## src/pfs_pkg.sv

```systemverilog
// Package for the PLL factor search block: field widths, search limits,
// the sequencer state type and the output-divider codes. No dependencies.
`default_nettype none

package pfs_pkg;

    // Field and datapath widths
    localparam int REF_W = 26;   // reference frequency
    localparam int TGT_W = 27;   // target frequency register
    localparam int VCO_W = 31;   // VCO frequency, divided ref at most 16 MHz times 86
    localparam int Q6_W  = 28;   // VCO / 6
    localparam int DQ_W  = 22;   // divided ref / 6
    localparam int N_W   = 7;
    localparam int M_W   = 4;
    localparam int CNT_W = 5;    // divider step counter

    // Divided ref / 6 by reciprocal multiplication; exact below 2**25
    localparam int DV6_IN_W     = 24;   // divided ref inside the 4..16 MHz window
    localparam int RECIP6_W     = 25;
    localparam int RECIP6_SHIFT = 27;
    localparam int DQ_PROD_W    = DV6_IN_W + RECIP6_W;

    // Search limits
    localparam logic [REF_W-1:0] DIV_MIN_HZ   = REF_W'(4000000);
    localparam logic [REF_W-1:0] DIV_MAX_HZ   = REF_W'(16000000);
    localparam logic [VCO_W-1:0] VCO_MIN_HZ   = VCO_W'(64000000);
    localparam logic [VCO_W-1:0] VCO_MAX_HZ   = VCO_W'(344000000);
    localparam logic [N_W-1:0]   N_FIRST      = N_W'(8);
    localparam logic [N_W-1:0]   N_LAST       = N_W'(86);
    localparam logic [M_W-1:0]   M_FIRST      = M_W'(1);
    localparam logic [M_W-1:0]   M_LAST       = M_W'(8);
    localparam logic [RECIP6_W-1:0] RECIP6    = RECIP6_W'(22369622);   // ceil(2**27 / 6)
    localparam logic [TGT_W-1:0] TARGET_RESET = TGT_W'(80000000);
    localparam logic [CNT_W-1:0] DV_LAST      = CNT_W'(REF_W - 1);

    // Results when nothing qualifies
    localparam logic [2:0]     DEF_M_CODE = 3'd1;
    localparam logic [N_W-1:0] DEF_N_MULT = N_W'(8);
    localparam logic [1:0]     DEF_R_CODE = 2'd0;

    // Output divider codes (R/2 - 1)
    localparam logic [1:0] R_CODE_DIV2 = 2'd0;
    localparam logic [1:0] R_CODE_DIV4 = 2'd1;
    localparam logic [1:0] R_CODE_DIV6 = 2'd2;
    localparam logic [1:0] R_CODE_DIV8 = 2'd3;

    // Sequencer states
    typedef enum logic [3:0] {
        ST_IDLE,
        ST_DIV_M,
        ST_CHECK_M,
        ST_DIV_6,
        ST_INIT_N,
        ST_STEP_N,
        ST_EVAL_R,
        ST_NEXT_M,
        ST_FINISH
    } t_state;

endpackage

`default_nettype wire

```

## src/pll_factor_search.sv

```systemverilog
// PLL factor search top level: sequencer plus one shared restoring divider
// and one shared compare/subtract unit. Depends on pfs_pkg.
//
// Usage: write the target frequency through i_cfg_we / i_cfg_wdata while the
// block is idle (reset value 80 MHz). Present a reference frequency with
// i_valid; it transfers when o_ready is high. The block then walks M = 1..8;
// for each M a bit-serial divider forms ref/M. If ref/M lies in 4..16 MHz,
// a reciprocal multiply forms (ref/M)/6 and, in the cycle after, its
// remainder; then N steps 0..86, one step per cycle unless an R evaluation
// holds it, accumulating the VCO and VCO/6 by addition. Each N of at least 8
// with the VCO in 64..344 MHz is evaluated for all four R values on the
// shared compare unit. o_ready stays low during the search. The result
// sits in an output register with o_valid until i_ready takes it; the next
// request may transfer while it waits, and a finished search holds in its
// last state while the previous result is still stalled. Reset (synchronous,
// active low) drops any search and pending result and restores the target.
`default_nettype none

module pll_factor_search (
    input  wire logic                      i_clk,
    input  wire logic                      i_rst_n,
    input  wire logic                      i_valid,
    output logic                           o_ready,
    input  wire logic [pfs_pkg::REF_W-1:0] i_ref_freq_hz,
    output logic                           o_valid,
    input  wire logic                      i_ready,
    output logic [2:0]                     o_m_code,
    output logic [pfs_pkg::N_W-1:0]        o_n_mult,
    output logic [1:0]                     o_r_code,
    output logic                           o_found,
    input  wire logic                      i_cfg_we,
    input  wire logic [pfs_pkg::TGT_W-1:0] i_cfg_wdata
);
    import pfs_pkg::*;

    t_state r_state, n_state;

    logic [TGT_W-1:0] r_target;
    logic [REF_W-1:0] r_ref;
    logic [M_W-1:0]   r_m;
    logic [REF_W-1:0] r_div;

    // Shared divider
    logic [REF_W-1:0] r_dv_quo;
    logic [M_W-1:0]   r_dv_rem;
    logic [CNT_W-1:0] r_dv_cnt;
    logic [M_W-1:0]   dv_divisor;
    logic [M_W:0]     dv_trial;
    logic             dv_bit;
    logic [M_W-1:0]   dv_rem_next;

    // Divided ref / 6
    logic [DQ_PROD_W-1:0] dq_prod;
    logic [2:0]           dq_x6_lo;

    // N accumulation
    logic [N_W-1:0]   r_n;
    logic [VCO_W-1:0] r_vco;
    logic [Q6_W-1:0]  r_q6;
    logic [2:0]       r_rem6;
    logic [DQ_W-1:0]  r_dq;
    logic [2:0]       r_dr;
    logic [3:0]       rem6_sum;
    logic [2:0]       rem6_next;
    logic [Q6_W-1:0]  q6_next;
    logic             vco_ok;

    // Compare unit and best candidate
    logic [1:0]       r_ridx;
    logic [VCO_W-1:0] outf;
    logic [VCO_W:0]   diff;
    logic             cand_ok;
    logic             take;
    logic [TGT_W-1:0] r_best_gap;
    logic             r_found;
    logic [2:0]       r_m_sel;
    logic [N_W-1:0]   r_n_sel;
    logic [1:0]       r_r_sel;

    logic r_out_valid;
    logic in_xfer;
    logic div_ok;

    assign o_ready = (r_state == ST_IDLE);
    assign o_valid = r_out_valid;
    assign in_xfer = i_valid && o_ready;

    // Divider step: shift in the next dividend bit, subtract if it fits
    assign dv_divisor  = r_m;
    assign dv_trial    = {r_dv_rem, r_dv_quo[REF_W-1]};
    assign dv_bit      = (dv_trial >= {1'b0, dv_divisor});
    assign dv_rem_next = dv_bit ? M_W'(dv_trial - {1'b0, dv_divisor}) : M_W'(dv_trial);

    assign div_ok = (r_dv_quo >= DIV_MIN_HZ) && (r_dv_quo <= DIV_MAX_HZ);

    // Quotient by six from the reciprocal; remainder from the low bits
    assign dq_prod  = DQ_PROD_W'(r_div[DV6_IN_W-1:0]) * DQ_PROD_W'(RECIP6);
    assign dq_x6_lo = {r_dq[0], 2'b00} + {r_dq[1:0], 1'b0};

    // VCO/6 tracked as quotient and remainder
    assign rem6_sum  = {1'b0, r_rem6} + {1'b0, r_dr};
    assign rem6_next = (rem6_sum >= 4'd6) ? 3'(rem6_sum - 4'd6) : rem6_sum[2:0];
    assign q6_next   = r_q6 + Q6_W'(r_dq) + Q6_W'(rem6_sum >= 4'd6);
    assign vco_ok    = (r_n >= N_FIRST) && (r_vco >= VCO_MIN_HZ) && (r_vco <= VCO_MAX_HZ);

    // Select the output frequency for the current R and compare with the target
    always_comb begin
        unique case (r_ridx)
            R_CODE_DIV2: outf = r_vco >> 1;
            R_CODE_DIV4: outf = r_vco >> 2;
            R_CODE_DIV6: outf = VCO_W'(r_q6);
            R_CODE_DIV8: outf = r_vco >> 3;
            default:     outf = r_vco >> 1;
        endcase
    end

    assign diff    = {{(VCO_W-TGT_W+1){1'b0}}, r_target} - {1'b0, outf};
    assign cand_ok = !diff[VCO_W];
    assign take    = cand_ok && (!r_found || (diff[TGT_W-1:0] < r_best_gap));

    // Next state
    always_comb begin
        n_state = r_state;
        unique case (r_state)
            ST_IDLE:    if (in_xfer) n_state = ST_DIV_M;
            ST_DIV_M:   if (r_dv_cnt == DV_LAST) n_state = ST_CHECK_M;
            ST_CHECK_M: n_state = div_ok ? ST_DIV_6 : ST_NEXT_M;
            ST_DIV_6:   n_state = ST_INIT_N;
            ST_INIT_N:  n_state = ST_STEP_N;
            ST_STEP_N: begin
                priority if (vco_ok)        n_state = ST_EVAL_R;
                else if (r_n == N_LAST)     n_state = ST_NEXT_M;
                else                        n_state = ST_STEP_N;
            end
            ST_EVAL_R: begin
                if (r_ridx == R_CODE_DIV8) begin
                    n_state = (r_n == N_LAST) ? ST_NEXT_M : ST_STEP_N;
                end
            end
            ST_NEXT_M:  n_state = (r_m == M_LAST) ? ST_FINISH : ST_DIV_M;
            ST_FINISH:  if (!r_out_valid || i_ready) n_state = ST_IDLE;
            default:    n_state = ST_IDLE;
        endcase
    end

    // State register, target register and result handshake
    always_ff @(posedge i_clk) begin
        if (!i_rst_n) begin
            r_state     <= ST_IDLE;
            r_target    <= TARGET_RESET;
            r_out_valid <= 1'b0;
        end else begin
            r_state <= n_state;
            if (i_cfg_we) begin
                r_target <= i_cfg_wdata;
            end
            priority if (r_state == ST_FINISH && (!r_out_valid || i_ready)) begin
                r_out_valid <= 1'b1;
            end else if (i_ready) begin
                r_out_valid <= 1'b0;
            end else begin
                r_out_valid <= r_out_valid;
            end
        end
    end

    // Datapath
    always_ff @(posedge i_clk) begin
        unique case (r_state)
            ST_IDLE: begin
                if (in_xfer) begin
                    r_ref      <= i_ref_freq_hz;
                    r_m        <= M_FIRST;
                    r_found    <= 1'b0;
                    r_best_gap <= '0;
                    r_m_sel    <= DEF_M_CODE;
                    r_n_sel    <= DEF_N_MULT;
                    r_r_sel    <= DEF_R_CODE;
                    r_dv_quo   <= i_ref_freq_hz;
                    r_dv_rem   <= '0;
                    r_dv_cnt   <= '0;
                end
            end
            ST_DIV_M: begin
                r_dv_quo <= {r_dv_quo[REF_W-2:0], dv_bit};
                r_dv_rem <= dv_rem_next;
                r_dv_cnt <= r_dv_cnt + CNT_W'(1);
            end
            ST_CHECK_M: begin
                // Hold ref/M for the N stepping
                r_div <= r_dv_quo;
            end
            ST_DIV_6: begin
                r_dq <= dq_prod[RECIP6_SHIFT +: DQ_W];
            end
            ST_INIT_N: begin
                r_dr   <= r_div[2:0] - dq_x6_lo;
                r_n    <= '0;
                r_vco  <= '0;
                r_q6   <= '0;
                r_rem6 <= '0;
                r_ridx <= R_CODE_DIV2;
            end
            ST_STEP_N: begin
                if (!vco_ok && r_n != N_LAST) begin
                    r_n    <= r_n + N_W'(1);
                    r_vco  <= r_vco + VCO_W'(r_div);
                    r_q6   <= q6_next;
                    r_rem6 <= rem6_next;
                end
            end
            ST_EVAL_R: begin
                if (take) begin
                    r_found    <= 1'b1;
                    r_best_gap <= diff[TGT_W-1:0];
                    r_m_sel    <= 3'(r_m - M_W'(1));
                    r_n_sel    <= r_n;
                    r_r_sel    <= r_ridx;
                end
                r_ridx <= r_ridx + 2'd1;
                // Advance N once all four R values are done
                if (r_ridx == R_CODE_DIV8 && r_n != N_LAST) begin
                    r_n    <= r_n + N_W'(1);
                    r_vco  <= r_vco + VCO_W'(r_div);
                    r_q6   <= q6_next;
                    r_rem6 <= rem6_next;
                end
            end
            ST_NEXT_M: begin
                if (r_m != M_LAST) begin
                    r_m      <= r_m + M_W'(1);
                    r_dv_quo <= r_ref;
                    r_dv_rem <= '0;
                    r_dv_cnt <= '0;
                end
            end
            ST_FINISH: begin
                if (!r_out_valid || i_ready) begin
                    o_m_code <= r_m_sel;
                    o_n_mult <= r_n_sel;
                    o_r_code <= r_r_sel;
                    o_found  <= r_found;
                end
            end
            default: begin
            end
        endcase
    end

endmodule

`default_nettype wire
```

## config.mk

```make
export PLATFORM = sky130hd
export DESIGN_NAME = pll_factor_search
export DESIGN_NICKNAME = d
export VERILOG_FILES = /design/src/pfs_pkg.sv /design/src/pll_factor_search.sv
export SDC_FILE = /design/constraint.sdc
export NUM_CORES = 1
export LEC_CHECK = 0
export BUFFER_PORTS_ARGS = -buffer_cell sky130_fd_sc_hd__buf_2
export CORE_ASPECT_RATIO = 1.25
export CORE_MARGIN = 3
export CORE_UTILIZATION = 37
export CTS_CLUSTER_DIAMETER = 200
export DETAILED_ROUTE_END_ITERATION = 7
export PLACE_DENSITY = 0.62
export SYNTH_ARGS = -nofsm -noshare
export SYNTH_HDL_FRONTEND = slang
export SYNTH_SLANG_ARGS = --single-unit
```

## constraint.sdc

```tcl
create_clock -name i_clk -period 14.62 [get_ports i_clk]
set_clock_uncertainty 0.1 [all_clocks]
set_input_delay 2.193 -clock i_clk [delete_from_list [all_inputs] [get_ports i_clk]]
set_output_delay 2.193 -clock i_clk [all_outputs]
set_load 0.02 [all_outputs]
```

-- Yosys cells after proc, flatten, opt, wreduce, memory -nomap -nowiden
Index checks and enable logic that the tools add are counted.
- bits in registers: 272
- bits of input ports: 58
- output and inout port bits: 15
- add/subtract/negate cells: 14
- multipliers: 1
- order comparisons: 8
- equal/unequal tests: 24
- multiplexer cells: 53
- reduce and logical (&&, ||, !) cells: 29
- operators by type and width (cell ; count):
    $pmux 31 s4 ; 1
    $pmux 31 s3 ; 1
    $pmux 28 s3 ; 1
    $pmux 26 s3 ; 1
    $mux 31 ; 2
    $mux 28 ; 2
    $mux 27 ; 2
    $pmux 27 s2 ; 1
    $mux 26 ; 2
    $mul 24x24->48 const B ; 1
    $mux 4 ; 9
    $pmux 4 s9 ; 1
    $sub 27x31->32 ; 1
    $add 31x26->31 ; 1
    $ge 31x26->1 const B ; 1
    $le 31x29->1 const B ; 1
    $add 28x1->28 ; 1
    $add 28x22->28 ; 1
    $mux 7 ; 4
    $lt 27x27->1 ; 1
    $ge 26x22->1 const B ; 1
    $le 26x24->1 const B ; 1
    $pmux 7 s3 ; 1
    $mux 3 ; 6
    46 further kinds ; 85

-- Logic depth before layout (Yosys ltp)
Gate-level depths: netlist of run 1.
- word-level depth: 8
- mapped depth: 25
- depth with buffers taken out: 24

-- Worst setup path before layout of run 1
OpenSTA, ideal clock, no wires.
- kind: reg2reg
- start point: register r_ridx[0]
- end point: register r_best_gap[0], enable pin
- setup time: 0.405 ns
- arrival: 5.940 ns
- slack: 8.175 ns
- cell stages (with the launch flop): 26
- buffers on the path: 2
- cell sequence: edfxtp_1 inv_1 ha_1 clkbuf_1 buf_1 a222oi_1 mux2i_1 ha_1 fa_1 nor2b_1 o2111ai_1 a31oi_2 o311a_1 a31o_2 a31oi_2 o21a_1 o311ai_1 ha_1 a21o_1 a21o_1 a21oi_1 o21ai_0 a221o_1 a31oi_1 nand3_1 nand3b_1
- word-level cells in the longest chain between the ends: 8
- ends and longest elaborated chain (element ; line ; text):
    start: declaration ; pll_factor_search.sv:69 ; logic [1:0] r_ridx;
    start signal: assignment ; pll_factor_search.sv:220 ; r_ridx <= r_ridx + 2'd1;
    $eq 2x2->1 (tied with other cells) ; pll_factor_search.sv:108 ; unique case (r_ridx)
    $pmux 31 s4 (*) ; pll_factor_search.sv:108 ;
    $sub 27x31->32 (*) ; pll_factor_search.sv:117 ; assign diff = {{(VCO_W-TGT_W+1){1'b0}}, r_target} - {1'b0, outf};
    named net diff[24] ; pll_factor_search.sv:71 ; logic [VCO_W:0] diff;
    $lt 27x27->1 (*) ; pll_factor_search.sv:119 ; assign take = cand_ok && (!r_found || (diff[TGT_W-1:0] < r_best_gap));
    $logic_or 1x1->1 (*) ; pll_factor_search.sv:119 ;
    $logic_and 1x1->1 (*) ; pll_factor_search.sv:119 ;
    $ne 2x2->1 (no line) (*) ; - ;
    $reduce_and 3->1 (no line) (*) ; - ;
    end signal: assignment ; pll_factor_search.sv:215 ; r_best_gap <= diff[TGT_W-1:0];
    end: declaration ; pll_factor_search.sv:74 ; logic [TGT_W-1:0] r_best_gap;
The timed path passes the listed nets; every way through them passes the cells marked *. The select of a mux whose other input is x is not followed.
A chain may end at the register's enable or synchronous reset.

-- Worst setup path in the final report of run 1
- start point: register r_div[16]
- end point: register r_dq[16], data pin
- word-level cells in the longest chain between the ends: 1
- ends and longest elaborated chain (element ; line ; text):
    start: declaration ; pll_factor_search.sv:41 ; logic [REF_W-1:0] r_div;
    start signal: assignment ; pll_factor_search.sv:191 ; r_div <= r_dv_quo;
    $mul 24x24->48 ; pll_factor_search.sv:97 ; assign dq_prod = DQ_PROD_W'(r_div[DV6_IN_W-1:0]) * DQ_PROD_W'(RECIP6);
    named net dq_prod[43] ; pll_factor_search.sv:53 ; logic [DQ_PROD_W-1:0] dq_prod;
    end signal: assignment ; pll_factor_search.sv:194 ; r_dq <= dq_prod[RECIP6_SHIFT +: DQ_W];
    end: declaration ; pll_factor_search.sv:61 ; logic [DQ_W-1:0] r_dq;
The timed path passes the listed nets, and every way through them passes these cells.

==> results.cfg, run 1 <==
[outcome]
status = complete, no violations

[sta]
max_freq_mhz = 136
setup_viol = 0
fin_hold_ws_ns = 0.322
finalHoldViolCount = 0
tns_ns = 0
slew_headroom = 0.212
min_period_ns = 7.33
grt_setup_unrepaired = no
post-route-period-util = 0.501
tightest_slew_ns = 1.18
slew_violations = 0

[clock_network]
cts.reportedPaths.clkPinSlew_ns = 0.07
clockRootBuffer = clkbuf_16
htree_levels = 2
cts_tree = done
numClockSinks = 272
clock_path_buffers = 3
hold_buffers = 0
numCtsBuffers = 35
clk_latency_ns = 0.55
cts-resized-gates = 0
cts_setup_buffers = 0

[logic_synthesis]
synth-xor-area-share = 0.0348
synth_mux_area_frac = 0.0134
synth_fa_ha_area_frac = 0.359
ys_ff_latch = 272
synth_fp_nets = 3141
ys_types = 78
synth-compound-area-share = 0.109
synth_top_family_by_area = adder cells
synthFlopType = edfxtp_1
post_synth_and_or_nand_nor_area_fraction = 0.102
synthCells = 2482
synth_edf_count = 240
async_flop_share = 0
yosysSeqAreaShare = 0.306
syn_avg_cell_area_um2 = 10.3
synth_area_um2 = 25700
ys_warn_count = 0

[finish]
fillCellCount = 6643
syn_to_final_growth_pct = 10.3
layout-drive-gt1-share = 0.0673
layout_commonest_cell = inv_1
antenna_cells = 0
fin_nets = 3217
final_cell_mix = 465 x inv_1, 375 x ha_1, 240 x edfxtp_1, 226 x fa_1, 153 x nand2_1
final_cell_area_um2 = 28300

[setup_path]
worstPathArrival_ns = 7.49
rrSetupSlack_ns = 7.29
path_cells = ha_1 > inv_1 > fa_1 > fa_1 > inv_1 > fa_1 > fa_1 > inv_1 > fa_1 > inv_1 > fa_1 > ha_1 > nand3_1 > a2111oi_2 > o41ai_1 > a31oi_1 > a21oi_2 > o31a_1 > o31a_1 > o21ai_1 > xor2_1
path_buf_inv = 4
worst-setup-path-type = reg -> reg
r2r_cells = 21
cpMostUsedCell = fa_1
cp.required_ns = 14.79
cp.depth = 21
cp_max_fo = 8
crit_start = r_div[16]
endpoint = r_dq[16]
slowest_stage = edfxtp_1
cp_top_family = adder cells
worst_setup_path_end_kind = flop
r2r_start = r_div[16]
cp-start-kind = flop
worst_path_largest_cell_delay_ns = 0.57
reg2reg_to = r_dq[16]

[min_path]
hold_depth = 0
min_path_type = reg -> reg

[detailed_routing]
topRoutingLayerUsed = met4
routedWlPerCell_um = 19.2
drt-total-wl_mm = 67.4
initialDrtViolationCount = 1156
met2_wirelength_mm = 33.3
via_count = 18200
drcViolationCount = 0
met3WireLength_mm = 2.50
via_per_inst = 5.18
wl_met1_mm = 28.3
ant_nets = 0
firstDrtPassIters = 6

[floorplanning]
rows = 107
io_pins = 73
core-area_um2 = 68400
dieWidth_um = 242
die_area_um2 = 72600
die_h_um = 300
initial_core_util = 0.375

[run]
drv_cap = 0

[place]
dpl.hpwl_mm = 55.3
io_buffers = 72
dpl_cell_area_um2 = 27100
gp_congestion = 0.974

[grt]
antenna_found_initial = 0
grt_max_degree = 70
gr-total-overflow = 0
grtUsageTotal = 0.187
grt_pass1_vias = 19300
grt_pass1_wl_mm = 107
[metal layers]
layer / GRT usage / vias to the layer above
li1: - / 8660
met1: 0.230 / 8940
met2: 0.333 / 447
met3: 0.0193 / 144
met4: 0.0825 / 0
met5: 0 / -
[state kept, by name, indices dropped and copies added, names as in the netlist, 4 cells and up]
name / flops
r_dq: 22
o_n_mult: 7
r_dv_rem: 4
r_n_sel: 7
r_dv_quo: 26
r_n: 7
dv_divisor: 4
r_best_gap: 27
r_div: 26
r_dv_cnt: 5
r_ref: 26
r_state: 4
r_q6: 28
r_target: 27
r_vco: 31
[how the worst min path moves through the flow]
stage          startpoint          end
5_1_grt        r_m_sel[1]  o_m_code[1]
4_1_cts        r_n_sel[3]  o_n_mult[3]
3_3_place_gp   r_m_sel[2]  o_m_code[2]
6_report       r_n_sel[3]  o_n_mult[3]
2_1_floorplan  r_m_sel[0]  o_m_code[0]
3_5_place_dp   r_n_sel[3]  o_n_mult[3]
[cells in the mapped netlist, types with 6 or more instances]
cell type	number	area, um2
o31a_1	8	70.1
fa_1	226	4520
and3_1	10	62.6
nor4_1	8	50.1
a21oi_1	94	470
nor2b_1	33	206
nand3_1	34	170
a222oi_1	26	260
xor2_1	41	359
nand2b_1	18	113
a22oi_1	28	210
and2_1	40	250
dfxtp_1	32	641
a21o_1	44	330
nor3b_1	6	45.0
nor3_1	39	195
nand4_1	22	138
o211ai_1	13	97.6
ha_1	375	4690
clkbuf_1	44	165
o21a_1	13	97.6
a31oi_1	16	100
inv_1	465	1750
o21ai_1	6	30.0
o21bai_1	14	105
edfxtp_1	240	7210
nand2_1	153	574
nor2_1	145	544
a211oi_1	15	113
o21ai_0	79	395
xnor2_1	61	534
o31ai_1	7	52.6
or3_1	9	56.3
mux2i_1	32	320
[cell families after synthesis]
group,after synthesis
mux,34
fa+ha+maj,601
simple gates,544
xor+xnor,102
compound gates,413
buf+inv,516
flops,272
[layout make-up]
cell class	instances	area, um2	area share
multi-input cells	1694	15900	0.562
flip-flops and latches	272	7850	0.277
inverters	466	1750	0.0618
well taps	926	1160	0.0410
clock buffers	46	968	0.0342
repair buffers	89	488	0.0172
clock inverters	18	173	0.00610
[through the flow]
stage	std cells	setup WS, ns	util
after CTS	3510	7.37	0.413
after detailed placement	3446	7.43	0.397
final	3511	7.29	0.414
after global placement	3446	7.51	0.397
after global routing	3511	6.99	0.414
after floorplan	2482	8.17	-
Power of run 1 is left out: the tool's default activity adds up to more than one toggle a clock period on the data nets, which glitch-free logic cannot reach.
==> run 2: changes to the inputs <==
- clock period: 14.62 -> 7.5 ns (I/O delays scaled with it)
==> run 2 against run 1 <==
Effect of this change:
- global-route usage down 0.30 points
- maximum frequency up 4.4%
- largest cell class unchanged
- via count up 0.21%
- final area about the same
- critical path depth unchanged
- routed wire length down 1.6%
- worst setup slack worse by 6.8 ns
- cell count about the same
==> results.cfg, run 2 (same netlist as run 1, synthesis figures left out) <==
[outcome]
status = complete, no violations

[detailed_routing]
via_per_inst = 5.19
firstDrtPassIters = 7
met2_wirelength_mm = 32.4
drcViolationCount = 0
drt-total-wl_mm = 66.3
ant_nets = 0
topRoutingLayerUsed = met4
via_count = 18200
routedWlPerCell_um = 18.9
met3WireLength_mm = 3.03
wl_met1_mm = 27.8
initialDrtViolationCount = 1177

[finish]
final_cell_mix = 465 x inv_1, 375 x ha_1, 240 x edfxtp_1, 226 x fa_1, 153 x nand2_1
layout_commonest_cell = inv_1
fin_nets = 3220
layout-drive-gt1-share = 0.0665
fillCellCount = 6634
largest_register_ffs = 31
largest_register = r_vco
antenna_cells = 0
reg.largest.list = r_vco: 31 flops, r_q6: 28 flops
syn_to_final_growth_pct = 10.3

[setup_path]
worst_setup_path_end_kind = flop
worst-setup-path-type = reg -> reg
cp.required_ns = 7.70
reg2reg_to = r_dq[20]
worstPathArrival_ns = 7.21
r2r_start = r_div[2]
r2r_cells = 21
rrSetupSlack_ns = 0.48
cp_max_fo = 9
cp-start-kind = flop

[clock_network]
cts_setup_buffers = 0
clockRootBuffer = clkbuf_16
cts_tree = done
clock_path_buffers = 3
htree_levels = 2
numClockSinks = 272
clk_latency_ns = 0.54
cts-resized-gates = 0
numCtsBuffers = 34
hold_buffers = 0
cts.reportedPaths.clkPinSlew_ns = 0.06

[floorplanning]
core-area_um2 = 68400
die_h_um = 300
initial_core_util = 0.375
dieWidth_um = 242
die_area_um2 = 72600
rows = 107
io_pins = 73

[grt]
antenna_found_initial = 0
grt_max_degree = 70
grt_pass1_wl_mm = 106
grtUsageTotal = 0.184
grt_pass1_vias = 19200
gr-total-overflow = 0

[min_path]
hp-start = r_n_sel[5]
hold_end = o_n_mult[5]
hold_depth = 0
min_path_type = reg -> reg

[run]
drv_cap = 0

[sta]
max_freq_mhz = 143
grt_setup_unrepaired = no
finalHoldViolCount = 0
setup_viol = 0
slew_headroom = 0.136
tns_ns = 0
min_period_ns = 7.02
post-route-period-util = 0.936
slew_violations = 0
tightest_slew_ns = 1.29

[place]
gp_congestion = 0.973
io_buffers = 72
dpl.hpwl_mm = 54.8
run 2: changes by cell type in the layout (fill, tap and decap cells not counted), sizes merged:
cell | before | now
clkinvlp | 4 | 0
bufinv | 2 | 3
buf | 89 | 93
inv | 467 | 468
clkinv | 11 | 10
run 2: layer usage:
| layer | vias up | global-route usage |
|---|---|---|
| met1 | 8950 | 0.232 |
| met2 | 475 | 0.320 |
| met5 | - | 0 |
| met3 | 138 | 0.0212 |
| met4 | 0 | 0.0792 |
| li1 | 8666 | - |
run 2: worst max-delay path by stage:
stage                         start       endpoint  slack (ns)  depth (start not counted)
after floorplan           r_ridx[0]  r_best_gap[0]        1.05                         25
after global placement     r_div[2]       r_dq[20]        0.60                         21
after detailed placement   r_div[2]       r_dq[20]        0.48                         21
after CTS                  r_div[2]       r_dq[20]        0.47                         21
after global routing       r_div[2]       r_dq[20]        0.01                         21
final                      r_div[2]       r_dq[20]        0.48                         21
run 2: worst max-delay path: stages (launching register included):
cell and delay [ns]:
edfxtp_1 0.58, ha_1 0.48, fa_1 0.53, inv_1 0.05, fa_1 0.53, inv_1 0.05, fa_1 0.52, fa_1 0.56
inv_1 0.06, fa_1 0.50, fa_1 0.55, inv_1 0.05, ha_1 0.32, a21oi_1 0.16, o21ai_0 0.18, a211oi_1 0.33
o21ai_0 0.16, a21oi_2 0.29, o32ai_1 0.19, or2_2 0.33, a21oi_1 0.20, xnor2_1 0.08
run 2: final cells by class:
| cell class | instances | area, um2 | share of cell area |
|---|---|---|---|
| clock inverters | 15 | 164 | 0.00579 |
| repair buffers | 93 | 531 | 0.0188 |
| flip-flops and latches | 272 | 7850 | 0.277 |
| inverters | 466 | 1750 | 0.0618 |
| multi-input cells | 1694 | 15900 | 0.562 |
| well taps | 926 | 1160 | 0.0410 |
| clock buffers | 46 | 937 | 0.0331 |
run 2: through the flow:
step	instance area, um2	setup WS (ns)	utilization	cells	hold slack, ns
finish	28300	0.482	0.414	3512	0.314
global route	28300	0.0126	0.414	3512	0.318
CTS	28300	0.474	0.414	3512	0.317
detailed placement	27200	0.480	0.397	3451	0.305
global placement	27200	0.596	0.397	3451	0.303
floorplan	25700	1.05	-	2482	0.300
Power of run 2 is left out for the same reason.
